File: src/rcf_pkg.sv
`timescale 1ns / 1ps
package rcf_pkg;

  // Fixed-point constants for the exponential
  localparam int unsigned FracBits = 16;
  localparam logic [16:0] Log2eQ16 = 17'd94548;
  localparam int unsigned XIntLimit = 12;
  localparam int unsigned XBits = 20;   // x below 12.0 fits in 20 bits

  // 2^(-2^-(i+1)) in Q0.32; entry 0 goes with fraction bit 15
  function automatic logic [31:0] half_power(input logic [3:0] idx);
    logic [31:0] p;
    begin
      case (idx)
        4'd0:  p = 32'd3037000500;
        4'd1:  p = 32'd3611622603;
        4'd2:  p = 32'd3938502376;
        4'd3:  p = 32'd4112874773;
        4'd4:  p = 32'd4202935003;
        4'd5:  p = 32'd4248701965;
        4'd6:  p = 32'd4271771872;
        4'd7:  p = 32'd4283353883;
        4'd8:  p = 32'd4289156659;
        4'd9:  p = 32'd4292060994;
        4'd10: p = 32'd4293513899;
        4'd11: p = 32'd4294240536;
        4'd12: p = 32'd4294603901;
        4'd13: p = 32'd4294785595;
        4'd14: p = 32'd4294876444;
        default: p = 32'd4294921870;
      endcase
      return p;
    end
  endfunction

  // Controller to datapath commands
  typedef struct packed {
    logic load;      // capture request
    logic div_start; // restart divider on present elapsed
    logic acc;       // repeated level: grow elapsed, restart divider
    logic seg_new;   // level change: new segment from start point, restart divider
    logic div_step;  // one quotient bit
    logic log_mul;   // y = x * log2(e)
    logic pow_step;  // one fraction bit of 2^-f
    logic e_ld;      // E from the power chain
    logic vmul;      // v = swing * E
    logic out_ld;    // capture output
  } rcf_cmd_t;

  typedef struct packed {
    logic lvl_changed;
  } rcf_sts_t;

endpackage

File: src/rcf_datapath.sv
`timescale 1ns / 1ps
module rcf_datapath #(
  parameter int SampleBits  = 16,
  parameter int ElapsedBits = 32
) (
  input  logic                         clk,
  input  rcf_pkg::rcf_cmd_t            cmd,
  output rcf_pkg::rcf_sts_t            sts,
  input  logic                         rst_n,
  input  logic [23:0]                  rc_ticks,
  input  logic signed [SampleBits-1:0] in_level,
  input  logic [15:0]                  in_time_step,
  output logic signed [SampleBits-1:0] filtered_level
);
  import rcf_pkg::*;

  localparam int NumW  = ElapsedBits + 16;        // dividend width
  localparam logic [ElapsedBits-1:0] ElapsedMax = '1;
  localparam logic [NumW-1:0] XLimit = NumW'(XIntLimit) << FracBits;

  // Architectural state
  logic signed [SampleBits-1:0] last_level_r, low_level_r, high_level_r;
  logic [SampleBits-1:0]        swing_r;
  logic [ElapsedBits-1:0]       elapsed_r;
  logic                         charging_r;
  logic signed [SampleBits-1:0] lvl_r;
  logic [15:0]                  ts_r;

  // Working registers
  logic [NumW-1:0]  num_r;   // dividend shifting out
  logic [23:0]      rem_r;
  logic [NumW-1:0]  quo_r;
  logic [4:0]       k_r;     // at most 17 below the x limit
  logic [15:0]      f_r;
  logic [3:0]       pidx_r;
  logic [32:0]      m_r;
  logic             zero_r;
  logic [16:0]      e_r;
  logic [SampleBits+16:0] v_r;
  logic signed [SampleBits-1:0] out_r;

  assign sts.lvl_changed = (lvl_r != last_level_r);
  assign filtered_level  = out_r;

  // Restoring divider step
  logic [23:0] rc_eff;
  logic [25:0] rtrial;
  logic [24:0] rsh;
  assign rc_eff = (rc_ticks == 24'd0) ? 24'd1 : rc_ticks;
  assign rsh    = {rem_r, num_r[NumW-1]};
  assign rtrial = {1'b0, rsh} - {2'b00, rc_eff};

  // Power chain multiply
  logic [64:0] pprod;
  assign pprod = m_r * {1'b0, half_power(pidx_r)};

  // Exponential value
  logic [16:0] e_full;
  assign e_full = (zero_r || k_r >= 5'd17) ? '0 : 17'(m_r >> ({1'b0, k_r} + 6'd16));

  // Capacitor value from current segment
  logic [SampleBits-1:0] vv;
  logic signed [SampleBits-1:0] capv;
  assign vv   = v_r[SampleBits+15:16];
  assign capv = charging_r ? high_level_r - $signed(vv) : low_level_r + $signed(vv);

  // New segment bounds, start point is the present capacitor value
  logic signed [SampleBits-1:0] nlo, nhi;
  logic nchg;
  always_comb begin
    if (lvl_r > last_level_r) begin
      nlo = capv; nhi = lvl_r; nchg = 1'b1;
    end else begin
      nhi = capv; nlo = lvl_r; nchg = 1'b0;
    end
    if (nhi < nlo) begin
      {nhi, nlo} = {nlo, nhi};
      nchg = ~nchg;
    end
  end

  // Elapsed growth, saturating
  logic [ElapsedBits:0]   esum;
  logic [ElapsedBits-1:0] eacc;
  assign esum = {1'b0, elapsed_r} + (ElapsedBits + 1)'(ts_r);
  assign eacc = esum[ElapsedBits] ? ElapsedMax : esum[ElapsedBits-1:0];

  logic [XBits+16:0] xy;
  assign xy = quo_r[XBits-1:0] * Log2eQ16;

  always_ff @(posedge clk) begin
    if (!rst_n) begin
      last_level_r <= '0;
      low_level_r  <= '0;
      high_level_r <= '0;
      swing_r      <= '0;
      elapsed_r    <= '0;
      charging_r   <= 1'b0;
      lvl_r        <= '0;
      ts_r         <= '0;
      v_r          <= '0;
      out_r        <= '0;
    end else begin
      if (cmd.load) begin
        lvl_r <= in_level;
        ts_r  <= in_time_step;
      end
      // segment bookkeeping
      if (cmd.seg_new) begin
        low_level_r  <= nlo;
        high_level_r <= nhi;
        charging_r   <= nchg;
        last_level_r <= lvl_r;
        swing_r      <= nhi - nlo;
        elapsed_r    <= ElapsedBits'(ts_r);
      end else if (cmd.acc) begin
        elapsed_r <= eacc;
      end
      // divider: x = (elapsed << 16) / rc
      if (cmd.div_start) begin
        num_r <= NumW'(elapsed_r) << FracBits;
        rem_r <= '0;
        quo_r <= '0;
      end else if (cmd.seg_new) begin
        num_r <= NumW'(ts_r) << FracBits;
        rem_r <= '0;
        quo_r <= '0;
      end else if (cmd.acc) begin
        num_r <= NumW'(eacc) << FracBits;
        rem_r <= '0;
        quo_r <= '0;
      end else if (cmd.div_step) begin
        num_r <= num_r << 1;
        if (!rtrial[25]) begin
          rem_r <= rtrial[23:0];
          quo_r <= {quo_r[NumW-2:0], 1'b1};
        end else begin
          rem_r <= rsh[23:0];
          quo_r <= {quo_r[NumW-2:0], 1'b0};
        end
      end
      // x < 12.0 keeps x*log2e below 2^37
      if (cmd.log_mul) begin
        zero_r <= (quo_r >= XLimit);
        k_r    <= xy[XBits+16:32];
        f_r    <= xy[31:16];
        m_r    <= 33'h1_0000_0000;
        pidx_r <= '0;
      end
      if (cmd.pow_step) begin
        if (f_r[15]) m_r <= pprod[64:32];
        f_r    <= {f_r[14:0], 1'b0};
        pidx_r <= pidx_r + 4'd1;
      end
      if (cmd.e_ld) begin
        e_r <= e_full;
      end
      if (cmd.vmul) begin
        v_r <= swing_r * e_r;
      end
      if (cmd.out_ld) begin
        out_r <= capv;
      end
    end
  end
endmodule

File: src/rcf_ctrl.sv
`timescale 1ns / 1ps
module rcf_ctrl #(
  parameter int ElapsedBits = 32
) (
  input  logic              clk,
  input  logic              rst_n,
  input  logic              in_valid,
  output logic              in_stall,
  output logic              out_valid,
  input  logic              out_stall,
  input  rcf_pkg::rcf_sts_t sts,
  output rcf_pkg::rcf_cmd_t cmd
);
  import rcf_pkg::*;

  localparam int NumW = ElapsedBits + 16;
  localparam int CntW = $clog2(NumW + 1);

  typedef enum logic [3:0] {
    S_IDLE, S_CHK, S_EV_DIV, S_EV_LOG, S_EV_POW, S_EV_E, S_EV_V, S_SEG,
    S_DIV, S_LOG, S_POW, S_E, S_V, S_HOLD
  } state_t;

  state_t state_r;
  logic [CntW-1:0] cnt_r;
  logic out_valid_r;
  logic out_free;

  assign out_valid = out_valid_r;
  assign in_stall  = (state_r != S_IDLE);
  assign out_free  = !out_valid_r || !out_stall;

  // Command decode
  always_comb begin
    cmd = '0;
    unique case (state_r)
      S_IDLE:    cmd.load = in_valid;
      S_CHK:     begin
        cmd.div_start = sts.lvl_changed;
        cmd.acc       = !sts.lvl_changed;
      end
      S_EV_DIV:  cmd.div_step = 1'b1;
      S_EV_LOG:  cmd.log_mul = 1'b1;
      S_EV_POW:  cmd.pow_step = 1'b1;
      S_EV_E:    cmd.e_ld = 1'b1;
      S_EV_V:    cmd.vmul = 1'b1;
      S_SEG:     cmd.seg_new = 1'b1;
      S_DIV:     cmd.div_step = 1'b1;
      S_LOG:     cmd.log_mul = 1'b1;
      S_POW:     cmd.pow_step = 1'b1;
      S_E:       cmd.e_ld = 1'b1;
      S_V:       cmd.vmul = 1'b1;
      S_HOLD:    cmd.out_ld = out_free;
      default:   cmd = '0;
    endcase
  end

  // Sequencing: a level change evaluates the old segment first
  always_ff @(posedge clk) begin
    if (!rst_n) begin
      state_r     <= S_IDLE;
      out_valid_r <= 1'b0;
      cnt_r       <= '0;
    end else begin
      if (state_r == S_HOLD && out_free) begin
        out_valid_r <= 1'b1;
      end else if (out_valid_r && !out_stall) begin
        out_valid_r <= 1'b0;
      end
      unique case (state_r)
        S_IDLE:    if (in_valid) state_r <= S_CHK;
        S_CHK:     begin
          state_r <= sts.lvl_changed ? S_EV_DIV : S_DIV;
          cnt_r   <= CntW'(NumW);
        end
        S_EV_DIV:  begin
          if (cnt_r == CntW'(1)) begin
            state_r <= S_EV_LOG;
            cnt_r   <= CntW'(16);
          end else begin
            cnt_r <= cnt_r - 1'b1;
          end
        end
        S_EV_LOG:  state_r <= S_EV_POW;
        S_EV_POW:  begin
          if (cnt_r == CntW'(1)) state_r <= S_EV_E;
          else cnt_r <= cnt_r - 1'b1;
        end
        S_EV_E:    state_r <= S_EV_V;
        S_EV_V:    state_r <= S_SEG;
        S_SEG:     begin
          state_r <= S_DIV;
          cnt_r   <= CntW'(NumW);
        end
        S_DIV:     begin
          if (cnt_r == CntW'(1)) begin
            state_r <= S_LOG;
            cnt_r   <= CntW'(16);
          end else begin
            cnt_r <= cnt_r - 1'b1;
          end
        end
        S_LOG:     state_r <= S_POW;
        S_POW:     begin
          if (cnt_r == CntW'(1)) state_r <= S_E;
          else cnt_r <= cnt_r - 1'b1;
        end
        S_E:       state_r <= S_V;
        S_V:       state_r <= S_HOLD;
        S_HOLD:    if (out_free) state_r <= S_IDLE;
        default:   state_r <= S_IDLE;
      endcase
    end
  end

  a_load_idle: assert property (@(posedge clk) disable iff (!rst_n)
    cmd.load |-> (state_r == S_IDLE) && !in_stall) else $error("accept while busy");
  a_out_from_hold: assert property (@(posedge clk) disable iff (!rst_n)
    $rose(out_valid_r) |-> $past(state_r) == S_HOLD) else $error("stray result");
  a_out_held: assert property (@(posedge clk) disable iff (!rst_n)
    (out_valid_r && out_stall) |=> out_valid_r) else $error("stalled result dropped");
  a_no_overwrite: assert property (@(posedge clk) disable iff (!rst_n)
    cmd.out_ld |-> !(out_valid_r && out_stall)) else $error("overrun");
endmodule

File: src/rc_step_response_filter_unit.sv
`timescale 1ns / 1ps
// Channel | Direction | Ports
// input   | in        | in_valid, in_stall, in_level, in_time_step
// result  | out       | out_valid, out_stall, out_filtered_level
// config  | in        | cfg_valid, cfg_ready, cfg_rc_ticks
// One item at a time: a level change runs the divider and power chain for the old
// segment and then the new one, a repeated level runs them once; the result shows
// in the cycle that the next request can be taken. The bit-serial divider (one
// quotient bit a cycle) and the 16-step power chain set how long a request takes.
// Reset is synchronous, active low; rc_ticks resets to 1. A request is taken while
// a stalled result waits; the block then holds its last step until it is delivered.
module rc_step_response_filter_unit #(
  parameter int SAMPLE_BITS  = 16,
  parameter int ELAPSED_BITS = 32
) (
  input  logic                          clk,
  input  logic                          rst_n,
  input  logic                          in_valid,
  output logic                          in_stall,
  input  logic signed [SAMPLE_BITS-1:0] in_level,
  input  logic [15:0]                   in_time_step,
  output logic                          out_valid,
  input  logic                          out_stall,
  output logic signed [SAMPLE_BITS-1:0] out_filtered_level,
  input  logic                          cfg_valid,
  output logic                          cfg_ready,
  input  logic [23:0]                   cfg_rc_ticks
);
  import rcf_pkg::*;

  rcf_cmd_t cmd;
  rcf_sts_t sts;
  logic [23:0] rc_ticks_r;

  // Config register
  assign cfg_ready = 1'b1;
  always_ff @(posedge clk) begin
    if (!rst_n) begin
      rc_ticks_r <= 24'd1;
    end else if (cfg_valid && cfg_ready) begin
      rc_ticks_r <= cfg_rc_ticks;
    end
  end

  rcf_ctrl #(.ElapsedBits(ELAPSED_BITS)) u_ctrl (
    .clk, .rst_n, .in_valid, .in_stall, .out_valid, .out_stall, .sts, .cmd
  );

  rcf_datapath #(.SampleBits(SAMPLE_BITS), .ElapsedBits(ELAPSED_BITS)) u_dp (
    .clk, .cmd, .sts, .rst_n, .rc_ticks(rc_ticks_r), .in_level, .in_time_step,
    .filtered_level(out_filtered_level)
  );
endmodule
File: config.mk
export PLATFORM = sky130hd
export DESIGN_NAME = rc_step_response_filter_unit
export DESIGN_NICKNAME = d
export VERILOG_FILES = /design/src/rcf_pkg.sv /design/src/rcf_datapath.sv /design/src/rcf_ctrl.sv /design/src/rc_step_response_filter_unit.sv
export SDC_FILE = /design/constraint.sdc
export NUM_CORES = 2
export LEC_CHECK = 0
export BUFFER_PORTS_ARGS = -buffer_cell sky130_fd_sc_hd__buf_2
export CAP_MARGIN = 0
export CORE_MARGIN = 10
export CORE_UTILIZATION = 30
export DETAILED_ROUTE_END_ITERATION = 16
export GPL_ROUTABILITY_DRIVEN = 0
export HOLD_SLACK_MARGIN = 0.06
export MAX_ROUTING_LAYER = met4
export PLACE_DENSITY_LB_ADDON = 0.25
export SETUP_SLACK_MARGIN = 0.3
export SYNTH_ARGS = -nofsm -noshare
export SYNTH_HDL_FRONTEND = slang
export SYNTH_SLANG_ARGS = --single-unit
File: constraint.sdc
create_clock -name clk -period 13.5 [get_ports clk]
set_input_delay 2.025 -clock clk [delete_from_list [all_inputs] [get_ports clk]]
set_output_delay 2.025 -clock clk [all_outputs]
set_load 0.05 [all_outputs]
==> flow_summary.ini <==
[clock_tree]
clk_pin_slew_ps = 60
cts_sinks = 407
ctsResizeCount = 0
insertion_delay_ps = 680
cts_tree = yes
clockBufferDepth = 3
root_buffer = clkbuf_16
ctsHoldBuffers = 0
htree_levels = 2
post_cts_buffers = 0
cts_made_buffers = 54

[yosys]
yosysSeqAreaShare_pct = 14.46
async_flop_share_pct = 0
synth_top_family_by_area = adder cells
ys_warn_count = 0
synth_top_cell_by_area = fa_1
synthDistinctLibCells = 92
synthesis.instances = 7654
synth_compound_area_share_pct = 8.201
yosysTopAreaCellShare_pct = 35.73
synthesis.area_mm2 = 0.06880
synthSimpleGateAreaFrac_pct = 16.35
avgSynthCellArea_um2 = 8.989
synth_xor_xnor_area_share_pct = 1.706
synth-edff-count = 180
synthTopCellsByArea = fa_1 36%, ha_1 12%, inv_1 8.1%
synth_fa_ha_area_share_pct = 47.29
synth_mux_area_share_pct = 1.809
ys_ff_latch = 407
synth_ff_type = dfxtp_1
syn_nets = 9578

[drt]
drt-initial-drc-count = 2846
vias = 50980
drc = 0
postRouteWirelength_um = 194800
first_pass_iters = 6
viasPerCell = 4.828
wl_per_cell_um = 18.45
ant_nets = 0

[layout]
finalNetCount = 9425
final_cell_mix = 1478 x inv_1, 1228 x fa_1, 1069 x nand2_1
final_common_cell = inv_1
drive_gt1_share_pct = 4.373
final_core_utilization_pct = 32.62
syn_to_final_growth_pct = 7.949

[run_status]
status = finished, final reports clean

[sta]
setup_viol = 0
hold_viol = 0
fin_setup_tns_ps = 0
slew_viol_final = 0
whs_ps = 453.7
min_period_over_period_pct = 68.48
timing.fmax_mhz = 108.2
finalClockSkew_ps = 60.11
rsz0062_at_grt = false
slew_headroom_pct = 17.40
post-route-min-period_ps = 9245
tightest_slew_ps = 1236

[floorplan]
coreArea_mm2 = 0.2277
rows = 175
die_w_um = 498.9
die_h_um = 498.9
die-area_mm2 = 0.2489
floorplan.initialDensity_pct = 30.21
ioPinCount = 80

[global_route]
met1_usage_pct = 20.47
grtUsageMet2_pct = 26.97
overflow = 0
use_met3_pct = 2.008
top_usage_layer = met2
grt_pass1_vias = 54710
grt_max_degree = 118
antenna_found_initial = 2
grt_pass1_wl_um = 312600
grt.total_usage_pct = 16.05

[critical_path]
r2r_cells = 27
path_class = flop to flop
timing.rr.start = u_dp.m_r[26]$_DFFE_PP_
worstSetupStartpointType = flop
reg2reg_setup_slack_ps = 4250
cp.required_ps = 13920
r2r-end = u_dp.m_r[32]$_DFFE_PP_
endpoint_kind = flop
cp.arrival_ps = 9670
critPathLaunch = u_dp.m_r[26]$_DFFE_PP_
endpoint = u_dp.m_r[32]$_DFFE_PP_
crit_path_max_fanout = 24

[min_path]
min_path_type = flop to flop
min_path_cells = 2

[placement]
dpl.hpwl_um = 145700
port_buffers = 78

[run]
max_cap_viol_count = 0
-- synth_stat cells (all sizes together) (12+ instances only) --
library cell / number
inv: 1479
fa: 1228
nand2: 1070
ha: 635
and2: 593
clkbuf: 364
nor2: 330
a21oi: 316
dfxtp: 227
edfxtp: 180
o21ai: 168
mux2i: 103
nand3: 97
xnor2: 87
nor3: 79
a21o: 77
and3: 52
a211oi: 50
xor2: 44
o21a: 37
a31oi: 35
o31ai: 29
nand2b: 27
nor2b: 26
nor4: 25
o211ai: 25
mux2: 19
or3: 19
nand4: 18
buf: 17
a221oi: 14
a22oi: 13
a21boi: 12
o21bai: 12
-- critical path, cell delays in order, from the launching register on --
cell	delay, ps
edfxtp_1	820
buf_4	490
and2_1	220
fa_1	420
fa_1	570
inv_1	60
fa_1	490
fa_1	510
inv_1	50
fa_1	550
fa_1	430
fa_1	510
inv_1	60
fa_1	470
inv_1	40
ha_1	350
nand2_1	110
o21bai_1	190
a221oi_1	80
o31ai_1	420
nand3_1	130
o21ai_1	280
nand3_1	320
o21a_1	390
o311a_1	440
a21oi_1	280
and4b_1	240
nor3_1	50
-- through the flow --
stage | setup WS [ps] | instance area (um2) | cells
final | 4255 | 74270 | 10560
after global routing | 3793 | 74270 | 10560
after CTS | 4290 | 74270 | 10560
after floorplan | 2688 | 68800 | 7654
after detailed placement | 4314 | 72290 | 10450
after global placement | 4361 | 72290 | 10450
-- routing by layer --
| metal | wire length [um] | up-vias | share of wire [%] |
|---|---|---|---|
| met5 | 0 | - | 0 |
| met1 | 85560 | 25990 | 44 |
| met4 | 5597 | 0 | 2.9 |
| met3 | 9192 | 299 | 4.7 |
| li1 | - | 23500 | - |
| met2 | 94460 | 1191 | 48 |
-- worst min-delay path by stage --
stage / startpoint / to
floorplan: u_dp.high_level_r[2]$_SDFFE_PN0P_ / u_dp.high_level_r[2]$_SDFFE_PN0P_
global placement: u_dp.last_level_r[2]$_SDFFE_PN0P_ / u_dp.last_level_r[2]$_SDFFE_PN0P_
detailed placement: u_dp.last_level_r[15]$_SDFFE_PN0P_ / u_dp.last_level_r[15]$_SDFFE_PN0P_
CTS: u_dp.last_level_r[15]$_SDFFE_PN0P_ / u_dp.last_level_r[15]$_SDFFE_PN0P_
global route: u_dp.low_level_r[12]$_SDFFE_PN0P_ / u_dp.low_level_r[12]$_SDFFE_PN0P_
finish: u_dp.last_level_r[14]$_SDFFE_PN0P_ / u_dp.last_level_r[14]$_SDFFE_PN0P_
-- area by class of cell --
class / instances / area (um2)
multi-input cells: 5386 / 51900
clock buffers: 74 / 1551
fillers: 23620 / 153400
diodes: 3 / 7.507
flip-flops and latches: 407 / 9952
repair buffers: 172 / 1111
well taps: 3009 / 3765
inverters: 1480 / 5560
clock inverters: 28 / 422.9
-- logic make-up (layout without fill, tap and decap cells) --
kind of cell               count (synthesis)  after routing
other                                      1              4
adders and majority gates               1864           1864
buffers and inverters                   1861           1754
muxes                                    122            122
and+or+nand+nor                         2380           2380
AOI/OAI and AO/OA                        888            888
DFF                                      407            407
xor gates and xnor gates                 131            131
-- registers in the layout (all words and copies together), names as in the netlist, 17 cells and up, named ones only --
name / count
u_dp.num_r: 32
u_dp.elapsed_r: 32
u_dp.e_r: 17
rc_ticks_r: 24
u_dp.quo_r: 48
u_dp.rem_r: 24
u_dp.m_r: 33
Power is left out: the tool's default activity adds up to more than one toggle a clock period on the data nets, which glitch-free logic cannot reach.
